### src/rtl/distance_vector_route_engine_unit_macros.svh
// Assertion helpers for the route engine.
`ifndef DISTANCE_VECTOR_ROUTE_ENGINE_UNIT_MACROS_SVH
`define DISTANCE_VECTOR_ROUTE_ENGINE_UNIT_MACROS_SVH

// same-cycle implication
`define DVR_ASSERT_IMP(label, clk, rst, ante, cons, msg) \
   label: assert property (@(posedge clk) disable iff (rst) (ante) |-> (cons)) \
      else $error(msg);

// next-cycle implication
`define DVR_ASSERT_NXT(label, clk, rst, ante, cons, msg) \
   label: assert property (@(posedge clk) disable iff (rst) (ante) |=> (cons)) \
      else $error(msg);

`endif

### src/rtl/dvr_pkg.sv
package dvr_pkg;

   localparam int ROUTERS_DEF       = 8;
   localparam int INFINITY_COST_DEF = 1000;

   localparam int OP_W      = 2;
   localparam int ID_W      = 3;
   localparam int COST_IN_W = 10;
   localparam int ACT_W     = 2;

   localparam logic [OP_W-1:0] OP_LINK   = 2'd0;
   localparam logic [OP_W-1:0] OP_VECTOR = 2'd1;
   localparam logic [OP_W-1:0] OP_ROUTE  = 2'd2;

   localparam logic [ACT_W-1:0] ACT_NONE    = 2'd0;
   localparam logic [ACT_W-1:0] ACT_DELIVER = 2'd1;
   localparam logic [ACT_W-1:0] ACT_FORWARD = 2'd2;
   localparam logic [ACT_W-1:0] ACT_ACK     = 2'd3;

   localparam logic MSG_DATA = 1'b0;
   localparam logic MSG_ACK  = 1'b1;

endpackage

### src/rtl/dvr_table.sv
module dvr_table #(
   parameter int IDX_W         = 3,
   parameter int COST_W        = 10,
   parameter int INFINITY_COST = 1000
) (
   input  logic              clock,
   input  logic              reset,
   input  logic              wr_en,
   input  logic [IDX_W-1:0]  wr_row,
   input  logic [IDX_W-1:0]  wr_col,
   input  logic [COST_W-1:0] wr_data,
   input  logic [IDX_W-1:0]  a_row,
   input  logic [IDX_W-1:0]  a_col,
   input  logic              a_oob,
   output logic [COST_W-1:0] a_data,
   input  logic [IDX_W-1:0]  b_row,
   input  logic [IDX_W-1:0]  b_col,
   input  logic              b_oob,
   output logic [COST_W-1:0] b_data
);

   localparam int ADDR_W = 2 * IDX_W;
   localparam int DEPTH  = 1 << ADDR_W;
   localparam logic [COST_W-1:0] INF_C = COST_W'(INFINITY_COST);

   logic [COST_W-1:0] mem [DEPTH];
   logic [DEPTH-1:0]  valid_ff, valid_in;
   logic [ADDR_W-1:0] wr_addr, a_addr, b_addr;
   logic [COST_W-1:0] a_q_ff, b_q_ff;
   logic              a_hit_ff, b_hit_ff, a_diag_ff, b_diag_ff, a_oob_ff, b_oob_ff;

   assign wr_addr = {wr_row, wr_col};
   assign a_addr  = {a_row, a_col};
   assign b_addr  = {b_row, b_col};

   // entries never written read as the reset pattern: 0 on the diagonal, infinity elsewhere
   always_comb begin
      valid_in = valid_ff;
      if (wr_en) begin
         valid_in[wr_addr] = 1'b1;
      end
   end

   always_ff @(posedge clock) begin
      if (reset) begin
         valid_ff <= '0;
      end else begin
         valid_ff <= valid_in;
      end
   end

   always_ff @(posedge clock) begin
      if (wr_en) begin
         mem[wr_addr] <= wr_data;
      end
      a_q_ff    <= mem[a_addr];
      b_q_ff    <= mem[b_addr];
      a_hit_ff  <= valid_ff[a_addr];
      b_hit_ff  <= valid_ff[b_addr];
      a_diag_ff <= (a_row == a_col);
      b_diag_ff <= (b_row == b_col);
      a_oob_ff  <= a_oob;
      b_oob_ff  <= b_oob;
   end

   assign a_data = a_oob_ff ? INF_C : a_hit_ff ? a_q_ff : a_diag_ff ? '0 : INF_C;
   assign b_data = b_oob_ff ? INF_C : b_hit_ff ? b_q_ff : b_diag_ff ? '0 : INF_C;

endmodule

### src/rtl/distance_vector_route_engine_unit.sv
// Distance-vector route engine.
// Input channel req_*: one item per transfer (link cost, neighbor vector element, or a
// message header). Result channel rsp_*: exactly one result per item, in order.
// csr_write_enable/csr_write_data set own_id; write only while the block is idle.
// Processing per item: a link cost or a vector element without last flag is stored
// directly; a header is answered either without a table scan or after a next-hop scan
// (one table pair read per cycle); the last vector element starts a relaxation that
// sweeps the table pair by pair, then reloads the own row from the distance vector.
// One item is in flight at a time; req_stall is low only when the engine is idle.
// Throughput is set by the one item in flight; sweeps use both cost table read ports.
// The result sits in an output register, so the next item is taken while a result
// waits; a stalled result holds, and the engine then waits to post its next one.
// Reset (synchronous) clears own_id and marks every table and vector entry unwritten,
// so they read as infinity (0 on table diagonal and own vector entry); no clearing pass is needed.
`include "distance_vector_route_engine_unit_macros.svh"

module distance_vector_route_engine_unit #(
   parameter int ROUTERS       = dvr_pkg::ROUTERS_DEF,
   parameter int INFINITY_COST = dvr_pkg::INFINITY_COST_DEF
) (
   input  logic                          clock,
   input  logic                          reset,
   input  logic                          csr_write_enable,
   input  logic [dvr_pkg::ID_W-1:0]      csr_write_data,
   input  logic                          req_valid,
   output logic                          req_stall,
   input  logic [dvr_pkg::OP_W-1:0]      req_operation,
   input  logic [dvr_pkg::ID_W-1:0]      req_source_router,
   input  logic [dvr_pkg::ID_W-1:0]      req_target_index,
   input  logic [dvr_pkg::COST_IN_W-1:0] req_cost,
   input  logic                          req_message_kind,
   input  logic                          req_last_element,
   output logic                          rsp_valid,
   input  logic                          rsp_stall,
   output logic [dvr_pkg::ACT_W-1:0]     rsp_action,
   output logic [dvr_pkg::ID_W-1:0]      rsp_next_hop
);

   import dvr_pkg::*;

   localparam int IDX_W    = $clog2(ROUTERS);
   localparam int COST_W   = $clog2(INFINITY_COST + 1);
   localparam int SUM_W    = COST_W + 1;
   localparam int DV_DEPTH = 1 << IDX_W;
   localparam logic [IDX_W-1:0]  LAST_IDX = IDX_W'(ROUTERS - 1);
   localparam logic [COST_W-1:0] INF_C    = COST_W'(INFINITY_COST);

   localparam logic [3:0] S_IDLE   = 4'd0;
   localparam logic [3:0] S_OP     = 4'd1;
   localparam logic [3:0] S_RELAX  = 4'd2;
   localparam logic [3:0] S_RDRAIN = 4'd3;
   localparam logic [3:0] S_COPY   = 4'd4;
   localparam logic [3:0] S_CDRAIN = 4'd5;
   localparam logic [3:0] S_HDR    = 4'd6;
   localparam logic [3:0] S_SCAN   = 4'd7;
   localparam logic [3:0] S_SDRAIN = 4'd8;
   localparam logic [3:0] S_RESP   = 4'd9;

   logic [3:0]        state_ff, state_in;
   logic [ID_W-1:0]   own_ff, own_in;
   logic [OP_W-1:0]   op_ff, op_in;
   logic [ID_W-1:0]   src_ff, src_in, tgt_ff, tgt_in, dest_ff, dest_in;
   logic [COST_W-1:0] cost_ff, cost_in;
   logic              kind_ff, kind_in, last_ff, last_in;
   logic [IDX_W-1:0]  cnt_i_ff, cnt_i_in, cnt_j_ff, cnt_j_in;
   logic              tag_valid_ff, tag_valid_in;
   logic [IDX_W-1:0]  tag_i_ff, tag_i_in, tag_j_ff, tag_j_in;
   logic [COST_W-1:0] best_ff, best_in, dvd_ff, dvd_in;
   logic              desc_ff, desc_in, scan_first_ff, scan_first_in, found_ff, found_in;
   logic [ACT_W-1:0]  act_ff, act_in;
   logic [ID_W-1:0]   hop_ff, hop_in;
   logic              rsp_valid_ff, rsp_valid_in;
   logic [ACT_W-1:0]  rsp_action_ff, rsp_action_in;
   logic [ID_W-1:0]   rsp_hop_ff, rsp_hop_in;

   // table ports
   logic              tbl_we;
   logic [IDX_W-1:0]  tbl_wrow, tbl_wcol, a_row, a_col, b_row, b_col;
   logic [COST_W-1:0] tbl_wdata, a_data, b_data;
   logic              a_oob, b_oob;

   // distance vector memory
   logic [COST_W-1:0] dv_mem [DV_DEPTH];
   logic [DV_DEPTH-1:0] dv_valid_ff, dv_valid_in;
   logic              dv_we, dv_roob;
   logic [IDX_W-1:0]  dv_waddr, dv_raddr;
   logic [COST_W-1:0] dv_wdata, dv_q_ff, dv_value;
   logic              dv_hit_ff, dv_own_ff, dv_oob_ff;

   logic [IDX_W-1:0]  own_idx, src_idx, tgt_idx, dest_idx;
   logic              own_ok, src_ok, tgt_ok, dest_ok;
   logic [ID_W-1:0]   hdr_dest;
   logic              hdr_deliver;
   logic [SUM_W-1:0]  sum;
   logic [COST_W-1:0] base, cand;
   logic              j_is_own, i_is_own, i_is_dest, hop_hit;
   logic              req_xfer;

   assign own_idx  = IDX_W'(own_ff);
   assign src_idx  = IDX_W'(src_ff);
   assign tgt_idx  = IDX_W'(tgt_ff);
   assign dest_idx = IDX_W'(dest_ff);
   assign own_ok   = (32'(own_ff) < ROUTERS);
   assign src_ok   = (32'(src_ff) < ROUTERS);
   assign tgt_ok   = (32'(tgt_ff) < ROUTERS);
   assign dest_ok  = (32'(dest_ff) < ROUTERS);

   assign hdr_deliver = (kind_ff == MSG_DATA) && (tgt_ff == own_ff);
   assign hdr_dest    = hdr_deliver ? src_ff : tgt_ff;

   assign req_stall = (state_ff != S_IDLE);
   assign req_xfer  = req_valid && !req_stall;

   assign dv_value = dv_oob_ff ? INF_C : dv_own_ff ? '0 : dv_hit_ff ? dv_q_ff : INF_C;

   // one table pair per cycle: a = table[row][col], b = table[own][row]
   assign sum       = SUM_W'(a_data) + SUM_W'(b_data);
   assign j_is_own  = own_ok && (tag_j_ff == own_idx);
   assign i_is_own  = own_ok && (tag_i_ff == own_idx);
   assign i_is_dest = dest_ok && (tag_i_ff == dest_idx);
   assign base      = (tag_j_ff == '0) ? dv_value : best_ff;
   assign cand      = (!j_is_own && (sum < SUM_W'(base))) ? COST_W'(sum) : base;
   assign hop_hit   = !i_is_own && !i_is_dest && (sum == SUM_W'(dvd_ff));

   always_comb begin
      state_in      = state_ff;
      own_in        = csr_write_enable ? csr_write_data : own_ff;
      op_in         = op_ff;
      src_in        = src_ff;
      tgt_in        = tgt_ff;
      cost_in       = cost_ff;
      kind_in       = kind_ff;
      last_in       = last_ff;
      dest_in       = dest_ff;
      cnt_i_in      = cnt_i_ff;
      cnt_j_in      = cnt_j_ff;
      tag_valid_in  = 1'b0;
      tag_i_in      = tag_i_ff;
      tag_j_in      = tag_j_ff;
      best_in       = best_ff;
      dvd_in        = dvd_ff;
      desc_in       = desc_ff;
      scan_first_in = scan_first_ff;
      found_in      = found_ff;
      act_in        = act_ff;
      hop_in        = hop_ff;
      rsp_valid_in  = rsp_valid_ff && rsp_stall;
      rsp_action_in = rsp_action_ff;
      rsp_hop_in    = rsp_hop_ff;

      tbl_we    = 1'b0;
      tbl_wrow  = own_idx;
      tbl_wcol  = tgt_idx;
      tbl_wdata = cost_ff;
      a_row     = cnt_j_ff;
      a_col     = cnt_i_ff;
      a_oob     = 1'b0;
      b_row     = own_idx;
      b_col     = cnt_j_ff;
      b_oob     = !own_ok;
      dv_we     = 1'b0;
      dv_waddr  = tgt_idx;
      dv_wdata  = cost_ff;
      dv_raddr  = cnt_i_ff;
      dv_roob   = 1'b0;

      unique case (state_ff)
         S_IDLE: begin
            if (req_valid) begin
               op_in   = req_operation;
               src_in  = req_source_router;
               tgt_in  = req_target_index;
               kind_in = req_message_kind;
               last_in = req_last_element;
               if (32'(req_cost) > INFINITY_COST) begin
                  cost_in = INF_C;
               end else begin
                  cost_in = COST_W'(req_cost);
               end
               state_in = S_OP;
            end
         end
         S_OP: begin
            act_in = ACT_NONE;
            hop_in = '0;
            unique case (op_ff)
               OP_LINK: begin
                  if (tgt_ok && (tgt_ff != own_ff)) begin
                     dv_we  = 1'b1;
                     tbl_we = own_ok;
                  end
                  state_in = S_RESP;
               end
               OP_VECTOR: begin
                  tbl_we   = src_ok && tgt_ok;
                  tbl_wrow = src_idx;
                  if (last_ff) begin
                     cnt_i_in = '0;
                     cnt_j_in = '0;
                     state_in = S_RELAX;
                  end else begin
                     state_in = S_RESP;
                  end
               end
               OP_ROUTE: begin
                  state_in = S_HDR;
               end
               default: begin
                  state_in = S_RESP;
               end
            endcase
         end
         S_RELAX: begin
            tag_valid_in = 1'b1;
            tag_i_in     = cnt_i_ff;
            tag_j_in     = cnt_j_ff;
            if (cnt_j_ff == LAST_IDX) begin
               cnt_j_in = '0;
               if (cnt_i_ff == LAST_IDX) begin
                  state_in = S_RDRAIN;
               end else begin
                  cnt_i_in = cnt_i_ff + 1'b1;
               end
            end else begin
               cnt_j_in = cnt_j_ff + 1'b1;
            end
         end
         S_RDRAIN: begin
            cnt_i_in = '0;
            state_in = S_COPY;
         end
         S_COPY: begin
            tag_valid_in = 1'b1;
            tag_i_in     = cnt_i_ff;
            if (cnt_i_ff == LAST_IDX) begin
               state_in = S_CDRAIN;
            end else begin
               cnt_i_in = cnt_i_ff + 1'b1;
            end
         end
         S_CDRAIN: begin
            state_in = S_RESP;
         end
         S_HDR: begin
            if ((kind_ff == MSG_ACK) && (tgt_ff == own_ff)) begin
               act_in   = ACT_ACK;
               hop_in   = '0;
               state_in = S_RESP;
            end else begin
               act_in   = hdr_deliver ? ACT_DELIVER : ACT_FORWARD;
               dest_in  = hdr_dest;
               hop_in   = hdr_dest;
               found_in = 1'b0;
               dv_raddr = IDX_W'(hdr_dest);
               dv_roob  = !(32'(hdr_dest) < ROUTERS);
               if (hdr_dest == own_ff) begin
                  state_in = S_RESP;
               end else begin
                  desc_in       = (hdr_dest < own_ff);
                  cnt_i_in      = (hdr_dest < own_ff) ? LAST_IDX : '0;
                  scan_first_in = 1'b1;
                  state_in      = S_SCAN;
               end
            end
         end
         S_SCAN: begin
            a_row         = cnt_i_ff;
            a_col         = dest_idx;
            a_oob         = !dest_ok;
            b_col         = cnt_i_ff;
            tag_valid_in  = 1'b1;
            tag_i_in      = cnt_i_ff;
            scan_first_in = 1'b0;
            // vector read issued from the header state lands here
            if (scan_first_ff) begin
               dvd_in = dv_value;
            end
            if (desc_ff) begin
               if (cnt_i_ff == '0) begin
                  state_in = S_SDRAIN;
               end else begin
                  cnt_i_in = cnt_i_ff - 1'b1;
               end
            end else begin
               if (cnt_i_ff == LAST_IDX) begin
                  state_in = S_SDRAIN;
               end else begin
                  cnt_i_in = cnt_i_ff + 1'b1;
               end
            end
         end
         S_SDRAIN: begin
            state_in = S_RESP;
         end
         S_RESP: begin
            if (!rsp_valid_ff || !rsp_stall) begin
               rsp_valid_in  = 1'b1;
               rsp_action_in = act_ff;
               rsp_hop_in    = hop_ff;
               state_in      = S_IDLE;
            end
         end
         default: begin
            state_in = S_IDLE;
         end
      endcase

      // read data stage: data for the tag issued in the previous cycle
      if (tag_valid_ff) begin
         if ((state_ff == S_RELAX) || (state_ff == S_RDRAIN)) begin
            best_in = cand;
            if ((tag_j_ff == LAST_IDX) && !i_is_own) begin
               dv_we    = 1'b1;
               dv_waddr = tag_i_ff;
               dv_wdata = cand;
            end
         end else if ((state_ff == S_COPY) || (state_ff == S_CDRAIN)) begin
            tbl_we    = own_ok;
            tbl_wrow  = own_idx;
            tbl_wcol  = tag_i_ff;
            tbl_wdata = dv_value;
         end else if (!found_ff && hop_hit) begin
            found_in = 1'b1;
            hop_in   = ID_W'(tag_i_ff);
         end
      end
   end

   always_ff @(posedge clock) begin
      if (reset) begin
         state_ff      <= S_IDLE;
         own_ff        <= '0;
         tag_valid_ff  <= 1'b0;
         scan_first_ff <= 1'b0;
         found_ff      <= 1'b0;
         rsp_valid_ff  <= 1'b0;
      end else begin
         state_ff      <= state_in;
         own_ff        <= own_in;
         tag_valid_ff  <= tag_valid_in;
         scan_first_ff <= scan_first_in;
         found_ff      <= found_in;
         rsp_valid_ff  <= rsp_valid_in;
      end
   end

   always_ff @(posedge clock) begin
      op_ff         <= op_in;
      src_ff        <= src_in;
      tgt_ff        <= tgt_in;
      cost_ff       <= cost_in;
      kind_ff       <= kind_in;
      last_ff       <= last_in;
      dest_ff       <= dest_in;
      cnt_i_ff      <= cnt_i_in;
      cnt_j_ff      <= cnt_j_in;
      tag_i_ff      <= tag_i_in;
      tag_j_ff      <= tag_j_in;
      best_ff       <= best_in;
      dvd_ff        <= dvd_in;
      desc_ff       <= desc_in;
      act_ff        <= act_in;
      hop_ff        <= hop_in;
      rsp_action_ff <= rsp_action_in;
      rsp_hop_ff    <= rsp_hop_in;
   end

   // distance vector: unwritten entries read as infinity, own entry as 0
   always_comb begin
      dv_valid_in = dv_valid_ff;
      if (dv_we) begin
         dv_valid_in[dv_waddr] = 1'b1;
      end
   end

   always_ff @(posedge clock) begin
      if (reset) begin
         dv_valid_ff <= '0;
      end else begin
         dv_valid_ff <= dv_valid_in;
      end
   end

   always_ff @(posedge clock) begin
      if (dv_we) begin
         dv_mem[dv_waddr] <= dv_wdata;
      end
      dv_q_ff   <= dv_mem[dv_raddr];
      dv_hit_ff <= dv_valid_ff[dv_raddr];
      dv_own_ff <= own_ok && !dv_roob && (dv_raddr == own_idx);
      dv_oob_ff <= dv_roob;
   end

   dvr_table #(
      .IDX_W         (IDX_W),
      .COST_W        (COST_W),
      .INFINITY_COST (INFINITY_COST)
   ) u_table (
      .clock   (clock),
      .reset   (reset),
      .wr_en   (tbl_we),
      .wr_row  (tbl_wrow),
      .wr_col  (tbl_wcol),
      .wr_data (tbl_wdata),
      .a_row   (a_row),
      .a_col   (a_col),
      .a_oob   (a_oob),
      .a_data  (a_data),
      .b_row   (b_row),
      .b_col   (b_col),
      .b_oob   (b_oob),
      .b_data  (b_data)
   );

   assign rsp_valid    = rsp_valid_ff;
   assign rsp_action   = rsp_action_ff;
   assign rsp_next_hop = rsp_hop_ff;

   `DVR_ASSERT_IMP(a_tbl_write_quiet, clock, reset, tbl_we, !((state_ff == S_RELAX) || (state_ff == S_SCAN) || (state_ff == S_HDR)), "table written during a read sweep")
   `DVR_ASSERT_IMP(a_tag_in_sweep, clock, reset, tag_valid_ff, (state_ff == S_RELAX) || (state_ff == S_RDRAIN) || (state_ff == S_COPY) || (state_ff == S_CDRAIN) || (state_ff == S_SCAN) || (state_ff == S_SDRAIN), "read tag outside a sweep")
   `DVR_ASSERT_IMP(a_rsp_from_resp, clock, reset, $rose(rsp_valid_ff), $past(state_ff) == S_RESP, "result posted outside response state")
   `DVR_ASSERT_NXT(a_xfer_starts_op, clock, reset, req_xfer, (state_ff == S_OP) && !tag_valid_ff, "accepted item did not start execution")

endmodule

### config.mk
export PLATFORM = sky130hd
export DESIGN_NAME = distance_vector_route_engine_unit
export DESIGN_NICKNAME = d
export VERILOG_FILES = /design/src/rtl/dvr_pkg.sv /design/src/rtl/dvr_table.sv /design/src/rtl/distance_vector_route_engine_unit.sv
export VERILOG_INCLUDE_DIRS = /design/src /design/src/rtl
export SDC_FILE = /design/constraint.sdc
export NUM_CORES = 2
export LEC_CHECK = 0
export CAP_MARGIN = 10
export CORE_MARGIN = 2
export CORE_UTILIZATION = 60
export CTS_BUF_LIST = sky130_fd_sc_hd__clkbuf_16
export CTS_CLUSTER_DIAMETER = 80
export DETAILED_ROUTE_END_ITERATION = 12
export DONT_BUFFER_PORTS = 1
export PLACE_DENSITY = 0.76
export SLEW_MARGIN = 20
export SYNTH_ARGS = -nofsm -noshare
export SYNTH_HDL_FRONTEND = slang
export SYNTH_SLANG_ARGS = --single-unit
### constraint.sdc
create_clock -name clock -period 6.1 [get_ports clock]
set_clock_uncertainty 0.05 [all_clocks]
set_input_delay 1.22 -clock clock [delete_from_list [all_inputs] [get_ports clock]]
set_output_delay 1.22 -clock clock [all_outputs]
set_load 0.01 [all_outputs]
# Yosys cells after proc, flatten, opt, wreduce, memory -nomap -nowiden

Memories as Yosys holds them, arrays and structs flattened. A register that Yosys moved wholly into a read port is not among the register bits.
Index checks and enable logic that the tools add are counted.

Equality and inequality tests: 36
Bitwise gates (word level): 5
Muxes and demuxes: 101
Add/subtract/negate cells: 4
Reductions and logical operators: 40
Magnitude comparators: 10

Operators with widths:

| cell                   | count |
|---|---|
| $mux W10               | 14 |
| $mux W3                | 31 |
| $or A64 B64 Y64        | 1 |
| $mux W4                | 11 |
| $pmux W4 S9            | 1 |
| $mux W1                | 30 |
| $eq A3 B3 Y1           | 8 |
| $lt A6 B7 Y1 const B   | 3 |
| $ne A2 B2 Y1 const B   | 9 |
| $pmux W3 S6            | 1 |
| $eq A4 B3 Y1 const B   | 4 |
| $reduce_and A7 Y1      | 2 |
| $bmux W1 S6            | 2 |
| $pmux W3 S2            | 2 |
| $add A10 B10 Y11       | 1 |
| $eq A11 B10 Y1         | 1 |
| $lt A11 B10 Y1         | 1 |
| $gt A10 B10 Y1 const B | 1 |
| $logic_and A1 B1 Y1    | 10 |
| $reduce_and A2 Y1      | 5 |
| $eq A3 B3 Y1 const B   | 3 |
| $ne A3 B3 Y1 const B   | 3 |
| $reduce_and A3 Y1      | 3 |
| $eq A4 B2 Y1 const B   | 2 |
| 30 further kinds       | 47 |

Output and inout bits: 7
Memories kept: 2
Input port bits: 28
Bits in writable memories: 720
Register bits after elaboration: 155

Memory list:

| name        | words | bits a word | read ports | clocked after Yosys merged registers in | wr ports | line                                    | source |
|---|---|---|---|---|---|---|---|
| u_table.mem | 64    | 10          | 2          | 2                                       | 1        | dvr_table.sv:26                         | `logic [COST_W-1:0] mem [DEPTH];` |
| dv_mem      | 8     | 10          | 1          | 1                                       | 1        | distance_vector_route_engine_unit.sv:83 | `logic [COST_W-1:0] dv_mem [DV_DEPTH];` |

# Depth between registers and ports, before layout

Depth after elaboration: 11
Depth in mapped cells: 20

# Hierarchy

A second synthesis with hierarchy kept.

Cell total of the unflattened synthesis: 2531
Area total of the unflattened synthesis: 42140.4 sq um

By module, submodules not included:

| module                            | area an instance (sq um) | instances | cells an instance | sequential area each (sq um) |
|---|---|---|---|---|
| dvr_table                         | 33414.5                  | 1         | 1765              | 21020.2 |
| distance_vector_route_engine_unit | 8725.9                   | 1         | 766               | 4974.8 |

# Least setup slack after synthesis

No wires, ideal clock.

Kind: reg2reg
Start point: register u_table.b_hit_ff
End point: memory dv_mem[0][6] (data pin)
Period minus slack after synthesis: 4.605 ns
Path buffers: 2
Setup slack: 1.495 ns
Required time: 5.776 ns
Cell stages (with the launch flop): 18
Arrival: 4.282 ns
Path through: dfxtp_1 > clkbuf_1 > and2_1 > ha_1 > inv_1 > fa_1 > nand2b_1 > a21oi_1 > a21oi_1 > o21a_1 > xnor2_1 > ha_1 > a2111oi_0 > a31oi_1 > nor4_1 > buf_2 > mux2_2 > mux2_2

Longest elaborated chain between the ends: 8

RTL lines:

| element                | line                                     | source |
|---|---|---|
| from (decl)            | dvr_table.sv:30                          | `logic a_hit_ff, b_hit_ff, a_diag_ff, b_diag_ff, a_oob_ff, b_oob_ff;` |
| from (signal assigned) | dvr_table.sv:59                          | `b_hit_ff <= valid_ff[b_addr];` |
| $mux W10 (*)           | dvr_table.sv:67                          | `assign b_data = b_oob_ff ? INF_C : b_hit_ff ? b_q_ff : b_diag_ff ? '0 : INF_C;` |
| $add A10 B10 Y11 (*)   | distance_vector_route_engine_unit.sv:117 | `assign sum = SUM_W'(a_data) + SUM_W'(b_data);` |
| $lt A11 B10 Y1         | distance_vector_route_engine_unit.sv:122 | `assign cand = (!j_is_own && (sum < SUM_W'(base))) ? COST_W'(sum) : base;` |
| $logic_and A1 B1 Y1    | distance_vector_route_engine_unit.sv:122 |  |
| $mux W10 (*)           | distance_vector_route_engine_unit.sv:122 |  |
| named net cand[6]      | distance_vector_route_engine_unit.sv:95  | `logic [COST_W-1:0] base, cand;` |
| $mux W10 (*)           | distance_vector_route_engine_unit.sv:312 | `if ((tag_j_ff == LAST_IDX) && !i_is_own) begin` |
| $mux W10 (*)           | distance_vector_route_engine_unit.sv:310 | `if ((state_ff == S_RELAX) \|\| (state_ff == S_RDRAIN)) begin` |
| $mux W10 (*)           | distance_vector_route_engine_unit.sv:309 | `if (tag_valid_ff) begin` |
| named net dv_wdata[6]  | distance_vector_route_engine_unit.sv:87  | `logic [COST_W-1:0] dv_wdata, dv_q_ff, dv_value;` |
| to (decl)              | distance_vector_route_engine_unit.sv:83  |  |

The timed path passes the listed nets; every way through them passes the cells marked *.

# Worst setup path in the final report

Start point: register u_table.b_hit_ff
End point: memory dv_mem[6][9] (data pin)

Longest elaborated chain between the ends: 8

RTL lines:

| element               | line |
|---|---|
| $mux W10 (*)          | dvr_table.sv:67 |
| $add A10 B10 Y11 (*)  | distance_vector_route_engine_unit.sv:117 |
| $lt A11 B10 Y1        | distance_vector_route_engine_unit.sv:122 |
| $logic_and A1 B1 Y1   | distance_vector_route_engine_unit.sv:122 |
| $mux W10 (*)          | distance_vector_route_engine_unit.sv:122 |
| $mux W10 (*)          | distance_vector_route_engine_unit.sv:312 |
| $mux W10 (*)          | distance_vector_route_engine_unit.sv:310 |
| $mux W10 (*)          | distance_vector_route_engine_unit.sv:309 |
| named net dv_wdata[9] | distance_vector_route_engine_unit.sv:87 |

Marks and branches as above.

==> out/results.ini <==
[floorplan]
coreArea_um2 = 70270
die_h_um = 270.8
fp-row-count = 97
dieArea_um2 = 73340
die_w_um = 270.8
initial_core_util = 0.6078
ios = 35

[global_route]
grt.busiest_layer = met2
grt-ovfl-total = 0
grt_use_met2 = 0.5359
grt_pass1_vias = 30730
grt_pass1_wl_um = 198800
use_met3 = 0.1205
use_met1 = 0.4972
grt_max_degree = 129
track_usage = 0.3674
antenna_found_initial = 8

[critical_path]
critPathRequiredTime_ps = 6410
worstPathArrival_ps = 5550
crit_type = flop to flop
path_max_fanout = 11
crit_slowest_cell = o21ai_0
end_kind = flop
slowest_delay_ps = 630
crit_chain = and2_1 > ha_1 > inv_1 > fa_1 > nand2b_1 > a21oi_1 > a21oi_1 > o21a_1 > xnor2_1 > ha_1 > a2111oi_0 > a31oi_1 > nor4_2 > buf_4 > mux2i_1 > o21ai_0
cp-start-kind = flop

[power_and_ir_drop]
p_int_uw = 12880
pwr-share-seq = 0.371
comb_power_share = 0.356
switchingPower_uw = 7641
vdd_drop_max_uv = 324.4
p_leak_uw = 0.01611
switching_share = 0.3724
powerDensity_nw_per_um2 = 438.2
pwr-share-clk = 0.273

[timing]
rsz0062_at_grt = no
setup_tns_ps = 0
fmax_mhz = 190.5
period_minus_slack_ps = 5249
slew_viol_final = 0
max_slew_margin = 0.1906
timing.final.setup_violations = 0
hold_viol = 0
worstMarginPinSlew_ps = 1210
fin_crit_sh = 0.8604

[clock_tree]
cts_resized = 0
numClockSinks = 905
numCtsBuffers = 92
cts_root_buf = clkbuf_16
path_clk_slew_ps = 60
clk_path_buf_depth = 3
post_cts_buffers = 0
cts_tree = done
h-tree-depth = 3
cts_hold_buf = 0
clk_latency_ps = 680

[synthesis]
ys_seq_elements = 905
synthesis.nets = 3553
seq_area_frac_synth = 0.6077
yosys_warnings = 0
ys_async_sr_fraction = 0
synth_ff_type = edfxtp_1
synth_area_um2 = 42710
synth-edff-count = 783
syn_inst = 3493
synth_cell_types = 74
synth.avg_cell_area_um2 = 12.23

[detailed_routing]
vias = 32130
totalWireLength_um = 136300
avgRoutedWirePerCell_um = 30.46
remaining_drc_errors = 0
dr.pass1.iters = 9
drt-vias-per-instance = 7.184
drt_iter0_drc = 6027
ant_nets = 0

[layout]
fillCellCount = 4866
area_growth_pct = 9.623
drive_gt1_frac = 0.1357
final_nets = 3515
postLayoutCellArea_um2 = 46820

[placement]
portBuffers = 0
hpwl_um = 84840
gp_congestion = 1.007
place_area_um2 = 43800

[run_status]
status = finished clean

[flow_run]
cap_viol_max_count = 0

[hold_path]
holdCritPathClass = flop to flop

==> path summary, 6_finish.rpt <==
check	cells after the start	startpoint	end	slack, ps
worst min-delay path	0	act_ff[1]	rsp_action[1]	380
worst max-delay path	16	u_table.b_hit_ff	dv_mem[6][9]	850
worst min register to register	0	act_ff[1]	rsp_action[1]	380
worst max register to register	16	u_table.b_hit_ff	dv_mem[6][9]	850
==> sequential cells by signal, summed over array words and instances (netlist names), 10 cells and up <==
register and flops:
dv_mem 80, u_table.valid_ff 64, u_table.a_q_ff 10, best_ff 10, u_table.b_q_ff 10, cost_ff 10, dvd_ff 10, u_table.mem 640
dv_q_ff 10
==> cell type report <==
type | instances | area (µm²) | share of cell area
Sequential cell | 905 | 25960 | 0.5543
Multi-Input combinational cell | 2301 | 15640 | 0.3339
Clock buffer | 95 | 2377 | 0.05077
Tap cell | 940 | 1176 | 0.02512
Timing Repair Buffer | 111 | 908.4 | 0.01940
Clock inverter | 75 | 599.3 | 0.01280
Inverter | 44 | 165.2 | 0.003527
Antenna cell | 2 | 5.005 | 0.0001069
==> layout by cell type (no fill, tap or decap), types with 39 or more instances in the layout <==
master / netlist / layout
edfxtp_1: 783 / 783
nand2_1: 682 / 682
nand3_1: 211 / 211
nor2_1: 226 / 205
a21oi_1: 187 / 187
mux2i_1: 142 / 141
mux4_2: 128 / 128
dfxtp_1: 122 / 121
buf_4: 13 / 105
clkbuf_16: 0 / 95
a32oi_1: 94 / 94
inv_1: 43 / 63
mux2_2: 56 / 53
a31oi_1: 52 / 52
a22oi_1: 48 / 48
nor3_1: 45 / 44
o21ai_0: 45 / 42
a221oi_1: 39 / 39
==> synth_stat cells (4+ instances only) <==
master / count / share of area
a211oi_1: 4 / 0.00070
a21o_1: 15 / 0.0026
a21oi_1: 187 / 0.022
a221oi_1: 39 / 0.0080
a22o_1: 7 / 0.0014
a22oi_1: 48 / 0.0084
a31oi_1: 52 / 0.0076
a32oi_1: 94 / 0.019
and2_1: 23 / 0.0034
and3_1: 38 / 0.0056
buf_1: 25 / 0.0022
buf_2: 80 / 0.0094
buf_4: 13 / 0.0023
buf_6: 9 / 0.0024
clkbuf_1: 112 / 0.0098
dfxtp_1: 122 / 0.057
edfxtp_1: 783 / 0.55
ha_1: 31 / 0.0091
inv_1: 43 / 0.0038
mux2_2: 56 / 0.015
mux2i_1: 142 / 0.033
mux2i_2: 4 / 0.0013
mux4_2: 128 / 0.067
nand2_1: 682 / 0.060
nand2b_1: 10 / 0.0015
nand3_1: 211 / 0.025
nand4_1: 37 / 0.0054
nor2_1: 226 / 0.020
nor2b_1: 12 / 0.0018
nor3_1: 45 / 0.0053
nor3b_1: 5 / 0.00088
nor4_1: 12 / 0.0018
o2111ai_1: 5 / 0.0010
o211ai_1: 7 / 0.0012
o21ai_0: 45 / 0.0053
o221ai_1: 7 / 0.0014
o22ai_1: 28 / 0.0041
o32ai_1: 8 / 0.0016
or2_2: 5 / 0.00073
or3_1: 5 / 0.00073
xnor2_1: 20 / 0.0041
xor2_1: 20 / 0.0041
==> kinds of logic (layout without fill, tap and decap cells) <==
| kind of cell | after synthesis | count (layout) | share of synthesized area |
|---|---|---|---|
| mux | 335 | 335 | 0.1192 |
| xor+xnor | 40 | 40 | 0.008202 |
| simple gates | 1325 | 1325 | 0.1348 |
| buf+inv | 287 | 325 | 0.03111 |
| compound gates | 569 | 569 | 0.08952 |
| flops | 905 | 905 | 0.6077 |
| other cells | 0 | 2 | 0 |
| fa+ha+maj | 32 | 32 | 0.009549 |
==> stage by stage <==
stage	worst slack, ps	instances	utilization	hold WS [ps]	total power, µW
after global placement	1094	4301	0.6232	352.4	14530
after floorplan	1495	3493	-	350.3	12320
after CTS	945.9	4471	0.6657	372.8	20220
after detailed placement	965.5	4301	0.6233	357.0	14700
final	851.4	4473	0.6663	377.3	20520
after global routing	526.9	4471	0.6663	371.1	21110
==> per-layer routing <==
| metal | wire length [µm] | up-vias |
|---|---|---|
| met5 | 76 | - |
| met4 | 7596 | 10 |
| met3 | 20810 | 541 |
| met2 | 59830 | 2776 |
| met1 | 47960 | 15660 |
| li1 | - | 13150 |
==> critical path: cells and delay by family, from the launching register on <==
family	cells	cell delay, ps
AOI/OAI and AO/OA	6	2050
xor gates and xnor gates	1	340
adders and majority gates	3	940
buffers and inverters	2	310
DFF	1	530
muxes	1	120
and+or+nand+nor	3	590
==> power groups by stage <==
stage,combinational [µW],sequential (µW),clock (µW)
2_1_floorplan,4750,7560,0
3_3_place_gp,6820,7710,0
3_5_place_dp,6980,7720,0
4_1_cts,7020,7590,5600
5_1_grt,7640,7620,5840
6_report,7300,7610,5610
No activity file was read; power rests on OpenSTA's default activity.
